--- src/sv/ascii_integer_field_parser_defines.svh ---
// Assertion macros for the ASCII integer field parser.
// Clocked on clk_i and disabled while rst_ni is low; compiled out when SYNTH is defined.
`ifndef ASCII_INTEGER_FIELD_PARSER_DEFINES_SVH
`define ASCII_INTEGER_FIELD_PARSER_DEFINES_SVH
`ifndef SYNTH
// General clocked property check.
`define AIFP_ASSERT(lbl, prop, msg) \
  lbl: assert property (@(posedge clk_i) disable iff (!rst_ni) (prop)) else $error(msg);
// Condition that must never hold.
`define AIFP_ASSERT_NEVER(lbl, cond, msg) \
  lbl: assert property (@(posedge clk_i) disable iff (!rst_ni) !(cond)) else $error(msg);
`else
`define AIFP_ASSERT(lbl, prop, msg)
`define AIFP_ASSERT_NEVER(lbl, cond, msg)
`endif
`endif

--- src/sv/aifp_pkg.sv ---
// Package for the ASCII integer field parser: word types, codes and character helpers.
// Used by every module of the block; depends on nothing.
`timescale 1ns / 1ps
`default_nettype none

package aifp_pkg;

  // Accumulator width and fixed result width.
  localparam int unsigned AccWidth   = 64;
  localparam int unsigned ValueWidth = 64;
  localparam int unsigned CfgDataW   = 8;
  localparam int unsigned CfgIndexW  = 2;

  // Configuration register indexes.
  localparam logic [CfgIndexW-1:0] CfgBaseSelect = 2'd0;
  localparam logic [CfgIndexW-1:0] CfgLongResult = 2'd1;

  // base_select register codes.
  localparam logic [1:0] SelAuto = 2'd0;
  localparam logic [1:0] SelOct  = 2'd1;
  localparam logic [1:0] SelDec  = 2'd2;
  localparam logic [1:0] SelHex  = 2'd3;

  // Characters with a special meaning.
  localparam logic [7:0] ChMinus  = 8'h2D;
  localparam logic [7:0] ChPlus   = 8'h2B;
  localparam logic [7:0] ChZero   = 8'h30;
  localparam logic [7:0] ChLowerX = 8'h78;
  localparam logic [7:0] ChUpperX = 8'h58;

  // Digit code returned for a character that is no digit at all.
  localparam logic [4:0] NoDigit = 5'd16;

  // Base latched for the current field.
  typedef enum logic [1:0] {
    BASE_NONE = 2'd0,
    BASE_OCT  = 2'd1,
    BASE_DEC  = 2'd2,
    BASE_HEX  = 2'd3
  } aifp_base_e;

  // Field phase, one-hot.
  typedef enum logic [3:0] {
    PH_SKIP   = 4'b0001,
    PH_START  = 4'b0010,
    PH_ZERO   = 4'b0100,
    PH_DIGITS = 4'b1000
  } aifp_phase_e;

  // Input word.
  typedef struct packed {
    logic [7:0] ch;
    logic       at_end;
  } aifp_in_t;

  // Result word.
  typedef struct packed {
    logic signed [ValueWidth-1:0] value;
    logic                         status;
    logic [7:0]                   end_char;
    logic                         ended_by_end;
  } aifp_out_t;

  // What one parse step produces.
  typedef struct packed {
    logic      emit;
    aifp_out_t res;
  } aifp_step_t;

  // Whitespace skipped before the sign.
  function automatic logic is_ws(input logic [7:0] c);
    return c inside {8'h20, 8'h09, 8'h0A, 8'h0B, 8'h0C, 8'h0D};
  endfunction

  // Value of a hex digit character, or NoDigit.
  function automatic logic [4:0] digit_value(input logic [7:0] c);
    logic [4:0] d;
    d = NoDigit;
    if (c inside {[8'h30:8'h39]}) begin
      d = 5'(c - 8'h30);
    end else if (c inside {[8'h61:8'h66]}) begin
      d = 5'(c - 8'h57);
    end else if (c inside {[8'h41:8'h46]}) begin
      d = 5'(c - 8'h37);
    end
    return d;
  endfunction

  // Radix of a latched base.
  function automatic logic [4:0] radix(input aifp_base_e b);
    logic [4:0] r;
    case (b)
      BASE_OCT: r = 5'd8;
      BASE_HEX: r = 5'd16;
      default:  r = 5'd10;
    endcase
    return r;
  endfunction

endpackage

`default_nettype wire

--- src/sv/aifp_in_stage.sv ---
// Input register of the ASCII integer field parser: holds one accepted word.
// Depends on aifp_pkg for the input word type.
`timescale 1ns / 1ps
`default_nettype none

module aifp_in_stage (
  input  wire logic               clk_i,
  input  wire logic               rst_ni,
  input  wire logic               in_valid_i,
  output logic                    in_ready_o,
  input  wire aifp_pkg::aifp_in_t in_data_i,
  input  wire logic               advance_i,
  output logic                    held_valid_o,
  output aifp_pkg::aifp_in_t      held_data_o
);

  logic               valid_d, valid_q;
  aifp_pkg::aifp_in_t data_q;
  logic               load;

  // A new word enters when the register is empty or drains this cycle.
  assign in_ready_o = !valid_q || advance_i;
  assign load       = in_valid_i && in_ready_o;

  always_comb begin
    valid_d = valid_q;
    if (load) begin
      valid_d = 1'b1;
    end else if (advance_i) begin
      valid_d = 1'b0;
    end
  end

  always_ff @(posedge clk_i or negedge rst_ni) begin
    if (!rst_ni) begin
      valid_q <= 1'b0;
    end else begin
      valid_q <= valid_d;
    end
  end

  // Payload needs no reset.
  always_ff @(posedge clk_i) begin
    if (load) begin
      data_q <= in_data_i;
    end
  end

  assign held_valid_o = valid_q;
  assign held_data_o  = data_q;

endmodule

`default_nettype wire

--- src/sv/aifp_parse.sv ---
// Field state and combinational parse step of the ASCII integer field parser.
// Depends on aifp_pkg and on the assertion macros in the defines header.
`timescale 1ns / 1ps
`default_nettype none
`include "ascii_integer_field_parser_defines.svh"

module aifp_parse (
  input  wire logic               clk_i,
  input  wire logic               rst_ni,
  input  wire logic               advance_i,
  input  wire aifp_pkg::aifp_in_t item_i,
  input  wire logic [1:0]         base_select_i,
  input  wire logic               long_result_i,
  output aifp_pkg::aifp_step_t    step_o
);

  aifp_pkg::aifp_phase_e          phase_d, phase_q;
  aifp_pkg::aifp_base_e           base_d, base_q;
  logic                           neg_d, neg_q;
  logic                           saw_d, saw_q;
  logic [aifp_pkg::AccWidth-1:0]  acc_d, acc_q;

  aifp_pkg::aifp_base_e           take_base;
  logic [aifp_pkg::AccWidth-1:0]  acc_mul;
  logic [4:0]                     digit;
  logic                           take;
  logic                           start_now;
  logic                           fin;
  logic                           ch_ws;
  logic                           ch_x;

  logic signed [aifp_pkg::AccWidth-1:0] signed_val;
  logic signed [aifp_pkg::ValueWidth-1:0] ext_val;

  assign digit = aifp_pkg::digit_value(item_i.ch);
  assign ch_ws = aifp_pkg::is_ws(item_i.ch);
  assign ch_x  = item_i.ch inside {aifp_pkg::ChLowerX, aifp_pkg::ChUpperX};

  // Next field state for the word held in the input register.
  always_comb begin
    phase_d   = phase_q;
    base_d    = base_q;
    neg_d     = neg_q;
    saw_d     = saw_q;
    acc_d     = acc_q;
    take_base = base_q;
    take      = 1'b0;
    start_now = 1'b0;
    fin       = 1'b0;
    acc_mul   = '0;

    if (item_i.at_end) begin
      fin = 1'b1;
    end else begin
      case (phase_q)
        aifp_pkg::PH_SKIP: begin
          if (!ch_ws) begin
            if (item_i.ch == aifp_pkg::ChMinus) begin
              phase_d = aifp_pkg::PH_START;
              neg_d   = 1'b1;
            end else if (item_i.ch == aifp_pkg::ChPlus) begin
              phase_d = aifp_pkg::PH_START;
            end else begin
              start_now = 1'b1;
            end
          end
        end
        aifp_pkg::PH_START: begin
          start_now = 1'b1;
        end
        aifp_pkg::PH_ZERO: begin
          if (ch_x) begin
            base_d  = aifp_pkg::BASE_HEX;
            phase_d = aifp_pkg::PH_DIGITS;
          end else begin
            take = 1'b1;
          end
        end
        aifp_pkg::PH_DIGITS: begin
          take = 1'b1;
        end
        default: begin
          phase_d = aifp_pkg::PH_SKIP;
        end
      endcase
    end

    // First character after whitespace and sign: latch the base.
    if (start_now) begin
      if ((item_i.ch == aifp_pkg::ChZero) &&
          (base_select_i inside {aifp_pkg::SelAuto, aifp_pkg::SelHex})) begin
        base_d  = (base_select_i == aifp_pkg::SelAuto) ? aifp_pkg::BASE_OCT
                                                       : aifp_pkg::BASE_HEX;
        acc_d   = '0;
        saw_d   = 1'b1;
        phase_d = aifp_pkg::PH_ZERO;
      end else begin
        take_base = (base_select_i == aifp_pkg::SelAuto) ? aifp_pkg::BASE_DEC
                                                         : aifp_pkg::aifp_base_e'(base_select_i);
        base_d    = take_base;
        take      = 1'b1;
      end
    end

    // Digit step: multiply by the radix as shift-add, then add the digit.
    case (take_base)
      aifp_pkg::BASE_OCT: acc_mul = acc_q << 3;
      aifp_pkg::BASE_HEX: acc_mul = acc_q << 4;
      default:            acc_mul = (acc_q << 3) + (acc_q << 1);
    endcase
    if (take) begin
      if (digit < aifp_pkg::radix(take_base)) begin
        acc_d   = acc_mul + aifp_pkg::AccWidth'(digit);
        saw_d   = 1'b1;
        phase_d = aifp_pkg::PH_DIGITS;
      end else begin
        fin = 1'b1;
      end
    end

    // The field ends: clear everything for the next one.
    if (fin) begin
      phase_d = aifp_pkg::PH_SKIP;
      base_d  = aifp_pkg::BASE_NONE;
      neg_d   = 1'b0;
      saw_d   = 1'b0;
      acc_d   = '0;
    end
  end

  // Result from the state as it stood before this word.
  assign signed_val = neg_q ? signed'(aifp_pkg::AccWidth'(0) - acc_q) : signed'(acc_q);
  assign ext_val    = long_result_i ? aifp_pkg::ValueWidth'(signed_val)
                                    : aifp_pkg::ValueWidth'(signed'(signed_val[31:0]));

  always_comb begin
    step_o.emit             = fin;
    step_o.res.value        = saw_q ? ext_val : '0;
    step_o.res.status       = !saw_q;
    step_o.res.end_char     = item_i.at_end ? 8'h00 : item_i.ch;
    step_o.res.ended_by_end = item_i.at_end;
  end

  // Field state registers.
  always_ff @(posedge clk_i or negedge rst_ni) begin
    if (!rst_ni) begin
      phase_q <= aifp_pkg::PH_SKIP;
      base_q  <= aifp_pkg::BASE_NONE;
      neg_q   <= 1'b0;
      saw_q   <= 1'b0;
      acc_q   <= '0;
    end else if (advance_i) begin
      phase_q <= phase_d;
      base_q  <= base_d;
      neg_q   <= neg_d;
      saw_q   <= saw_d;
      acc_q   <= acc_d;
    end
  end

  // The end marker always produces a result and leaves a cleared field.
  `AIFP_ASSERT(a_end_emits, (advance_i && item_i.at_end) |-> step_o.emit, "end without result")
  `AIFP_ASSERT(a_emit_clears, (advance_i && step_o.emit) |=> !saw_q, "field not cleared")
  `AIFP_ASSERT_NEVER(a_acc_no_digit, !saw_q && (acc_q != '0), "accumulator without digit")
  `AIFP_ASSERT_NEVER(a_sign_in_skip, neg_q && (phase_q == aifp_pkg::PH_SKIP), "stray sign")
  `AIFP_ASSERT_NEVER(a_digit_in_skip, saw_q && (phase_q == aifp_pkg::PH_SKIP), "stray digit")

endmodule

`default_nettype wire

--- src/sv/aifp_out_stage.sv ---
// Result register of the ASCII integer field parser: holds one word until taken.
// Depends on aifp_pkg for the result word type.
`timescale 1ns / 1ps
`default_nettype none

module aifp_out_stage (
  input  wire logic                 clk_i,
  input  wire logic                 rst_ni,
  input  wire logic                 load_i,
  input  wire aifp_pkg::aifp_out_t  res_i,
  output logic                      out_valid_o,
  input  wire logic                 out_ready_i,
  output aifp_pkg::aifp_out_t       out_data_o
);

  logic                valid_d, valid_q;
  aifp_pkg::aifp_out_t data_q;

  // Loading while a word is taken in the same cycle keeps the register full.
  always_comb begin
    valid_d = valid_q;
    if (load_i) begin
      valid_d = 1'b1;
    end else if (out_ready_i) begin
      valid_d = 1'b0;
    end
  end

  always_ff @(posedge clk_i or negedge rst_ni) begin
    if (!rst_ni) begin
      valid_q <= 1'b0;
    end else begin
      valid_q <= valid_d;
    end
  end

  always_ff @(posedge clk_i) begin
    if (load_i) begin
      data_q <= res_i;
    end
  end

  assign out_valid_o = valid_q;
  assign out_data_o  = data_q;

endmodule

`default_nettype wire

--- src/sv/ascii_integer_field_parser.sv ---
// ASCII integer field parser, usage:
// One character word enters on in_valid_i/in_ready_o (ch, at_end). Leading
// whitespace is skipped, an optional sign taken, the base chosen or forced,
// and digits accumulated until a non-digit or the end marker ends the field.
// That word then yields one result word on out_valid_o/out_ready_i (value,
// status, end_char, ended_by_end); all other words yield nothing.
// Configuration is written on cfg_valid_i/cfg_ready_o with cfg_index_i and
// cfg_data_i; cfg_ready_o is always high. Write it only while the block is idle.
// An accepted word is parsed as it leaves the input register and its result
// waits in the result register until taken. Throughput: one word per cycle
// unless a word that ends a field finds the result register full. The parse
// step (shift-add of the accumulator by the radix, or the negation of the
// finished value) sits between the input register and the result register.
// Reset clears the field state, both registers' valid flags and the
// configuration (auto base, 32-bit results).
// When the receiver stalls with a result pending, words that end no field
// still flow; a word that ends a field waits in the input register, and
// in_ready_o drops once that register is full as well.
`timescale 1ns / 1ps
`default_nettype none

module ascii_integer_field_parser (
  input  wire logic                              clk_i,
  input  wire logic                              rst_ni,
  input  wire logic                              in_valid_i,
  output logic                                   in_ready_o,
  input  wire aifp_pkg::aifp_in_t                in_data_i,
  output logic                                   out_valid_o,
  input  wire logic                              out_ready_i,
  output aifp_pkg::aifp_out_t                    out_data_o,
  input  wire logic                              cfg_valid_i,
  output logic                                   cfg_ready_o,
  input  wire logic [aifp_pkg::CfgIndexW-1:0]    cfg_index_i,
  input  wire logic [aifp_pkg::CfgDataW-1:0]     cfg_data_i
);

  logic                 held_valid;
  aifp_pkg::aifp_in_t   held_data;
  aifp_pkg::aifp_step_t step;
  logic                 advance;
  logic [1:0]           base_sel_d, base_sel_q;
  logic                 long_d, long_q;

  // Configuration registers.
  assign cfg_ready_o = 1'b1;

  always_comb begin
    base_sel_d = base_sel_q;
    long_d     = long_q;
    if (cfg_valid_i && cfg_ready_o) begin
      case (cfg_index_i)
        aifp_pkg::CfgBaseSelect: base_sel_d = cfg_data_i[1:0];
        aifp_pkg::CfgLongResult: long_d     = cfg_data_i[0];
        default:                 ;
      endcase
    end
  end

  always_ff @(posedge clk_i or negedge rst_ni) begin
    if (!rst_ni) begin
      base_sel_q <= aifp_pkg::SelAuto;
      long_q     <= 1'b0;
    end else begin
      base_sel_q <= base_sel_d;
      long_q     <= long_d;
    end
  end

  // The held word is parsed unless its result finds the result register full.
  assign advance = held_valid && (!step.emit || !out_valid_o || out_ready_i);

  aifp_in_stage u_in_stage (
    .clk_i        (clk_i),
    .rst_ni       (rst_ni),
    .in_valid_i   (in_valid_i),
    .in_ready_o   (in_ready_o),
    .in_data_i    (in_data_i),
    .advance_i    (advance),
    .held_valid_o (held_valid),
    .held_data_o  (held_data)
  );

  aifp_parse u_parse (
    .clk_i         (clk_i),
    .rst_ni        (rst_ni),
    .advance_i     (advance),
    .item_i        (held_data),
    .base_select_i (base_sel_q),
    .long_result_i (long_q),
    .step_o        (step)
  );

  aifp_out_stage u_out_stage (
    .clk_i       (clk_i),
    .rst_ni      (rst_ni),
    .load_i      (advance && step.emit),
    .res_i       (step.res),
    .out_valid_o (out_valid_o),
    .out_ready_i (out_ready_i),
    .out_data_o  (out_data_o)
  );

endmodule

`default_nettype wire
--- config.mk ---
export PLATFORM = sky130hd
export DESIGN_NAME = ascii_integer_field_parser
export DESIGN_NICKNAME = d
export VERILOG_FILES = /design/src/sv/aifp_pkg.sv /design/src/sv/aifp_in_stage.sv /design/src/sv/aifp_parse.sv /design/src/sv/aifp_out_stage.sv /design/src/sv/ascii_integer_field_parser.sv
export VERILOG_INCLUDE_DIRS = /design/src /design/src/sv
export SDC_FILE = /design/constraint.sdc
export NUM_CORES = 1
export LEC_CHECK = 0
export BUFFER_PORTS_ARGS = -buffer_cell sky130_fd_sc_hd__clkbuf_2
export CORE_ASPECT_RATIO = 1.1
export CORE_UTILIZATION = 50
export CTS_CLUSTER_SIZE = 25
export DETAILED_ROUTE_END_ITERATION = 12
export GPL_TIMING_DRIVEN = 0
export PLACE_DENSITY_LB_ADDON = 0.3
export RECOVER_POWER = 50
export SLEW_MARGIN = 20
export SYNTH_ARGS = -nofsm -noshare
export SYNTH_HDL_FRONTEND = slang
export SYNTH_HIERARCHICAL = 1
export SYNTH_SLANG_ARGS = --single-unit
--- constraint.sdc ---
create_clock -name clk_i -period 18.95 [get_ports clk_i]
set_clock_uncertainty 0.15 [all_clocks]
set_input_delay 3.79 -clock clk_i [delete_from_list [all_inputs] [get_ports clk_i]]
set_output_delay 3.79 -clock clk_i [all_outputs]
set_load 0.02 [all_outputs]
## Word level (Yosys, flattened, before mapping)

Cells that the tools add are included.

| word-level totals | value |
|---|---|
| bits in registers | 160 |
| bits in latches | 0 |
| RAM bits | 0 |
| bits in read-only memories | 0 |
| input port bits | 24 |
| output and inout bits | 77 |
| logic and storage cells | 141 |
| memories | 0 |

| operators by class | value |
|---|---|
| add/subtract/negate cells | 6 |
| $mul | 0 |
| div/mod/pow operators | 0 |
| magnitude comparators | 7 |
| equality and inequality tests | 22 |
| shift-type cells | 0 |
| mux-type cells | 61 |
| bitwise operators | 0 |
| reductions and logical operators | 30 |

Operator list:

| operator | count |
|---|---|
| 64-bit two-way mux | 7 |
| 64-bit one-hot mux with 2 select lines | 1 |
| 64-bit by 5-bit adder with 64-bit output | 1 |
| 64-bit adder | 1 |
| 1-bit by 64-bit subtractor with 64-bit output (first input constant) | 1 |
| 8-bit by 4-bit equality test with 1-bit output (second input constant) | 5 |
| 4-bit two-way mux | 10 |
| 8-bit by 6-bit equality test with 1-bit output (second input constant) | 4 |
| 1-bit two-way mux | 25 |
| 2-bit two-way mux | 10 |
| 5-bit two-way mux | 4 |
| 8-bit by 7-bit equality test with 1-bit output (second input constant) | 2 |
| 8-bit by 7-bit greater-or-equal comparator with 1-bit output (second input constant) | 2 |
| 8-bit by 7-bit less-or-equal comparator with 1-bit output (second input constant) | 2 |
| 5-bit subtractor (second input constant) | 3 |
| 4-bit one-hot mux with 3 select lines | 1 |
| 2-bit nonzero test | 6 |
| 5-bit one-hot mux with 2 select lines | 1 |
| 8-bit by 6-bit greater-or-equal comparator with 1-bit output (second input constant) | 1 |
| 8-bit by 6-bit less-or-equal comparator with 1-bit output (second input constant) | 1 |
| 1-bit logical AND | 7 |
| 3-bit nonzero test | 2 |
| 6-bit nonzero test | 1 |
| 5-bit less-than comparator | 1 |
| 16 further kinds | 27 |

## Depth between registers and ports, before layout

| depth | value |
|---|---|
| word-level depth | 20 |
| mapped depth | 29 |
| depth with buffers taken out | 22 |

## Hierarchy

The synthesis kept the hierarchy.

Modules (own cells, without submodules):

| module | instances | cells each | area an instance (um^2) | sequential area each (um^2) |
|---|---|---|---|---|
| aifp_parse | 1 | 1824 | 12708.4 | 1803.0 |
| aifp_out_stage | 1 | 77 | 2258.4 | 2247.2 |
| aifp_in_stage | 1 | 13 | 324.1 | 295.3 |
| ascii_integer_field_parser | 1 | 14 | 161.4 | 75.1 |

## Least setup slack after synthesis

OpenSTA, ideal clock, no wires.

| timing | value |
|---|---|
| kind | input to output |
| start point | input out_ready_i |
| end point | output in_ready_o |
| data arrival time | 4.220 ns |
| required time | 15.010 ns |
| slack | 10.790 ns |
| stages on the path | 3 |
| path buffers | 0 |
| cell sequence | nor2b_1 -> a21boi_0 -> nand2b_4 |

| between the ends | value |
|---|---|
| word-level cells in the longest chain between the ends | 3 |

RTL lines:

| element | RTL line | RTL |
|---|---|---|
| start: declaration | ascii_integer_field_parser.sv:29 | `input wire logic out_ready_i,` |
| 1-bit logical OR | ascii_integer_field_parser.sv:70 | `assign advance = held_valid && (!step.emit \|\| !out_valid_o \|\| out_ready_i);` |
| 1-bit logical AND | ascii_integer_field_parser.sv:70 |  |
| named net advance | ascii_integer_field_parser.sv:40 | `logic advance;` |
| 1-bit logical OR | aifp_in_stage.sv:22 | `assign in_ready_o = !valid_q \|\| advance_i;` |
| end: declaration | ascii_integer_field_parser.sv:26 | `output logic in_ready_o,` |

The timed path passes the listed nets, and every way through them passes these cells.

## Worst setup path in the final report

| timing | value |
|---|---|
| start point | register base_sel_q[0] |
| end point | output in_ready_o |

| between the ends | value |
|---|---|
| word-level cells in the longest chain between the ends | 16 |
| elaborated cells between the ends (all ways) | 21 |
| those cells by class | order compare: 1; eq/ne: 3; mux: 9; reduce/logical: 8 |

RTL lines:

| element | RTL line | RTL |
|---|---|---|
| start: declaration | ascii_integer_field_parser.sv:41 | `logic [1:0] base_sel_d, base_sel_q;` |
| start signal: assignment | ascii_integer_field_parser.sv:61 | `base_sel_q <= aifp_pkg::SelAuto;` |
| start signal: assignment | ascii_integer_field_parser.sv:64 | `base_sel_q <= base_sel_d;` |
| 2-bit equality test / 2-bit logical NOT (equally long branches) | aifp_parse.sv:91, aifp_parse.sv:98 |  |
| 2-bit nonzero test | aifp_parse.sv:91 | `(base_select_i inside {aifp_pkg::SelAuto, aifp_pkg::SelHex})) begin` |
| 1-bit logical AND | aifp_parse.sv:90 | `if ((item_i.ch == aifp_pkg::ChZero) &&` |
| 2-bit two-way mux | aifp_parse.sv:90 |  |
| 2-bit two-way mux | aifp_parse.sv:89 | `if (start_now) begin` |
| 2-bit equality test / 2-bit by 1-bit equality test with 1-bit output (equally long branches) | aifp_pkg.sv:92 | `case (b)` |
| 5-bit one-hot mux with 2 select lines | aifp_pkg.sv:92 |  |
| 5-bit two-way mux | aifp_parse.sv:111 | `if (take) begin` |
| 5-bit less-than comparator | aifp_parse.sv:112 | `if (digit < aifp_pkg::radix(take_base)) begin` |
| 1-bit two-way mux | aifp_parse.sv:112 |  |
| 1-bit two-way mux (*) | aifp_parse.sv:111 |  |
| named net u_parse.fin | aifp_parse.sv:28 | `logic fin;` |
| 1-bit logical NOT (*) | ascii_integer_field_parser.sv:70 |  |
| 1-bit logical OR (*) (2 in series) | ascii_integer_field_parser.sv:70 |  |
| 1-bit logical AND (*) | ascii_integer_field_parser.sv:70 |  |
| named net advance | ascii_integer_field_parser.sv:40 |  |
| 1-bit logical OR (*) | aifp_in_stage.sv:22 |  |

Mark *: on every way through the listed nets, which the timed path passes. The rest lies on a longest branch. The select of a mux whose other input is x is not followed.

==> flow_summary.yaml <==
run_status:
  outcome: "finished with violations"
  violations: "capacitance limit, slew limit"
die:
  io_pins: 101
  dieHeight_um: 186
  die_area_sq_um: 31600
  initial_core_util_pct: 50.8
  rows: 67
  core_sq_um: 30400
  die_w_um: 170
synthesis:
  synth_area_leaders: "edfxtp_1, dfrtp_1, ha_1"
  synth.most_common_cell: "nand2_1"
  synth-seq-cells: 160
  synth.distinct_cells: 107
  synth_top_area_share_pct: 16.1
  syn-cell-area_sq_um: 15500
  synth-edff-count: 83
  synth.avg_cell_area_sq_um: 8.01
  ys_warn_count: 6
  ys_async_sr_fraction_pct: 48.1
  syn_nets: 2028
  synthTopCellsByCount: "nand2_1, o21ai_0, a21oi_1"
  synth_top_area_cell: "edfxtp_1"
  synthFlopType: "edfxtp_1"
  yosysSeqAreaShare_pct: 28.6
  synth_cells: 1928
worst_setup_path:
  critPathLaunchType: "register"
  cp.arrival_ps: 5630
  crit_type: "reg -> out"
  crit_path_cell_trace: "inv_1, ha_1, or3b_2, nor4_1, nor2_1, a311oi_1, a31oi_4, buf_2, inv_1, ha_1, o31ai_1, nand2b_1, a21oi_1, o21bai_1, buf_4, a21boi_0, nand2b_4, clkbuf_2"
  required_ps: 15010
  critPathMaxStageDelay_ps: 530
  end_kind: "primary output"
  worst-path-max-fanout: 10
  crit_start: "base_sel_q[0]"
  slowest_stage: "a311oi_1"
  rr_startpoint: "base_sel_q[0]"
  cp_top_family: "compound AO/OA/AOI/OAI gates"
  crit_buf_inv: 5
sta:
  max_freq_ghz: 0.105
  worst_pin_slew_ps: 4530
  slew_viol_final: 78
  setup_tns_ps: 0
  whs_ps: 366
  maxSlewHeadroom_pct: -202
  fin_crit_sh_pct: 50.5
  finalSetupViolCount: 0
  fin_crit_ps: 9570
  rsz0062_at_grt: "false"
  hold_viol_final: 0
worst_hold_path:
  min_from: "u_out_stage/out_valid_o"
  hold_class: "reg -> reg"
power_and_ir_drop:
  p_total_w: 0.00181
  power_density_nw_per_um2: 106
  ir_worst_vdd_mv: 0.0699
  p_leak_nw: 6.45
final_layout:
  regArea_sq_um: 4420
  multi_input_area_sq_um: 10300
  syn2layout_area_growth_pct: 10.1
  final_cells: 2469
  drive_above_1_share_pct: 8.13
  n_antenna_cell: 0
  fillCellCount: 2892
  post-route-util_pct: 55.9
  layout.nets: 2142
global_routing:
  grt_first_pass_wirelength_mm: 81.2
  antenna_found_initial: 0
  grt_pass1_vias: 15100
  grt_max_degree: 78
  overflow: 0
  track_usage_pct: 32.8
drt:
  vias: 15800
  final_antenna_net_count: 0
  drt-wirelength-per-cell_um: 21.0
  viasPerCell: 6.39
  drc: 0
  firstDrtPassIters: 7
  first_iter_violations: 1382
  drt-total-wl_mm: 51.9
clock_network:
  cts_tree: "built"
  clock-root-buffer: "clkbuf_16"
  post_cts_buffers: 0
  clk_latency_ps: 440
  cts_buffers: 17
  ctsResizeCount: 0
  clock-sinks: 160
  ctsHoldBuffers: 0
  htree_levels: 4
  clk_pin_slew_ps: 80
  ctsLongestPathBuffers: 2
run:
  maxCapViolCount: 1
placed_design:
  port_buffers: 93
  globalplace.congestion: 0.992
  place.detailed.hpwl_mm: 40.7
  dpl.cell_count: 2437
cells by family (layout without fill, tap and decap cells):
group           Yosys count  after routing  share of synthesized area [%]
simple gates            703            703                           23.6
compound gates          609            609                           24.8
buf+inv                 178            305                           4.87
flops                   160            160                           28.6
xor+xnor                153            153                           8.67
fa+ha+maj                76             76                           6.25
mux                      48             48                           3.20
other cells               1              1                         0.0243
power breakdown:
group	internal (W)	switching, W	leakage, nW	total (W)
combinational	0.000304	0.000666	4.29	0.000970
sequential	0.000439	0.0000555	1.87	0.000495
clock	0.000178	0.000166	0.288	0.000344
total	0.000921	0.000887	6.45	0.00181
sequential cells by signal, summed over array words and instances, names as in the netlist:
register and cells:
u_out_stage/out_data_o 74, u_parse/acc_q 64, u_in_stage/held_data_o 9, u_parse/phase_q 4, base_sel_q 2, u_parse/base_q 2, long_q 1, u_in_stage/held_valid_o 1
u_out_stage/out_valid_o 1, u_parse/neg_q 1, u_parse/saw_q 1
cell usage in the layout, fill, tap and decap left out, drive strengths merged, types with 20 or more instances in the layout:
cell type / synthesis / final
xor2: 100 / 100
o211ai: 20 / 20
dfrtp: 76 / 76
nor2b: 24 / 24
a31oi: 21 / 21
xnor2: 53 / 53
nand2: 221 / 221
a21o: 25 / 25
inv: 40 / 49
or3: 26 / 26
mux2i: 37 / 37
nor2: 162 / 162
o21ai: 197 / 197
nand4: 35 / 35
edfxtp: 83 / 83
a21oi: 167 / 167
nor3: 57 / 57
nand2b: 20 / 20
clkbuf: 111 / 223
a211oi: 22 / 22
nand3: 44 / 44
nor4: 26 / 26
o31ai: 28 / 28
buf: 25 / 26
ha: 74 / 74
worst register-to-register path, stage by stage, from the launching register on:
cell and delay (ps):
dfrtp_1 470, inv_1 100, ha_1 320, or3b_2 460
nor4_1 410, nor2_1 310, a31oi_1 910, nor2_2 230
buf_2 300, buf_1 320, clkbuf_1 340, clkbuf_1 380
nand2_1 220, inv_1 60, ha_1 260, a21o_1 110
a21oi_1 80, nor2b_1 110, o21ai_0 140, or3_1 390
or2_1 220, clkbuf_1 200, nor3_2 340, nand2_1 160
buf_2 230, nor4_1 270, xor2_1 300, a31oi_1 170
layout make-up:
class	count	share of cell area, %
plain buffers	136	3.49
clock buffers	18	2.52
clock inverters	14	0.942
inverters	42	0.927
multi-input cells	1590	60.5
flip-flops and latches	160	26.0
well taps	414	3.05
repair buffers	95	2.60
routing by layer:
metal | share of wire (%) | vias up | global-route usage (%)
met5 | 0 | - | 0
met4 | 5.8 | 0 | 19.4
met3 | 5.9 | 179 | 3.92
met2 | 49 | 721 | 55.5
met1 | 40 | 7524 | 39.8
li1 | - | 7356 | -
worst paths after layout:
kind                                                 to  slack [ps]  cells after the start
worst max-delay path                         in_ready_o        9380                     18
worst min-delay path            u_out_stage/out_valid_o         370                      1
worst max register to register        u_parse/acc_q[60]       10830                     27
worst min register to register  u_out_stage/out_valid_o         370                      1
max in group asynchronous             u_parse/acc_q[40]       11300                      1
min in group asynchronous              u_parse/acc_q[8]        4810                      1
per-stage QoR:
stage	setup WS, ps	cell area (sq um)
after floorplan	10790	15500
after global placement	9500	16400
after detailed placement	9950	16500
after CTS	9470	17100
after global routing	9090	17000
final	9380	17000
No activity file was read; power rests on OpenSTA's default activity.
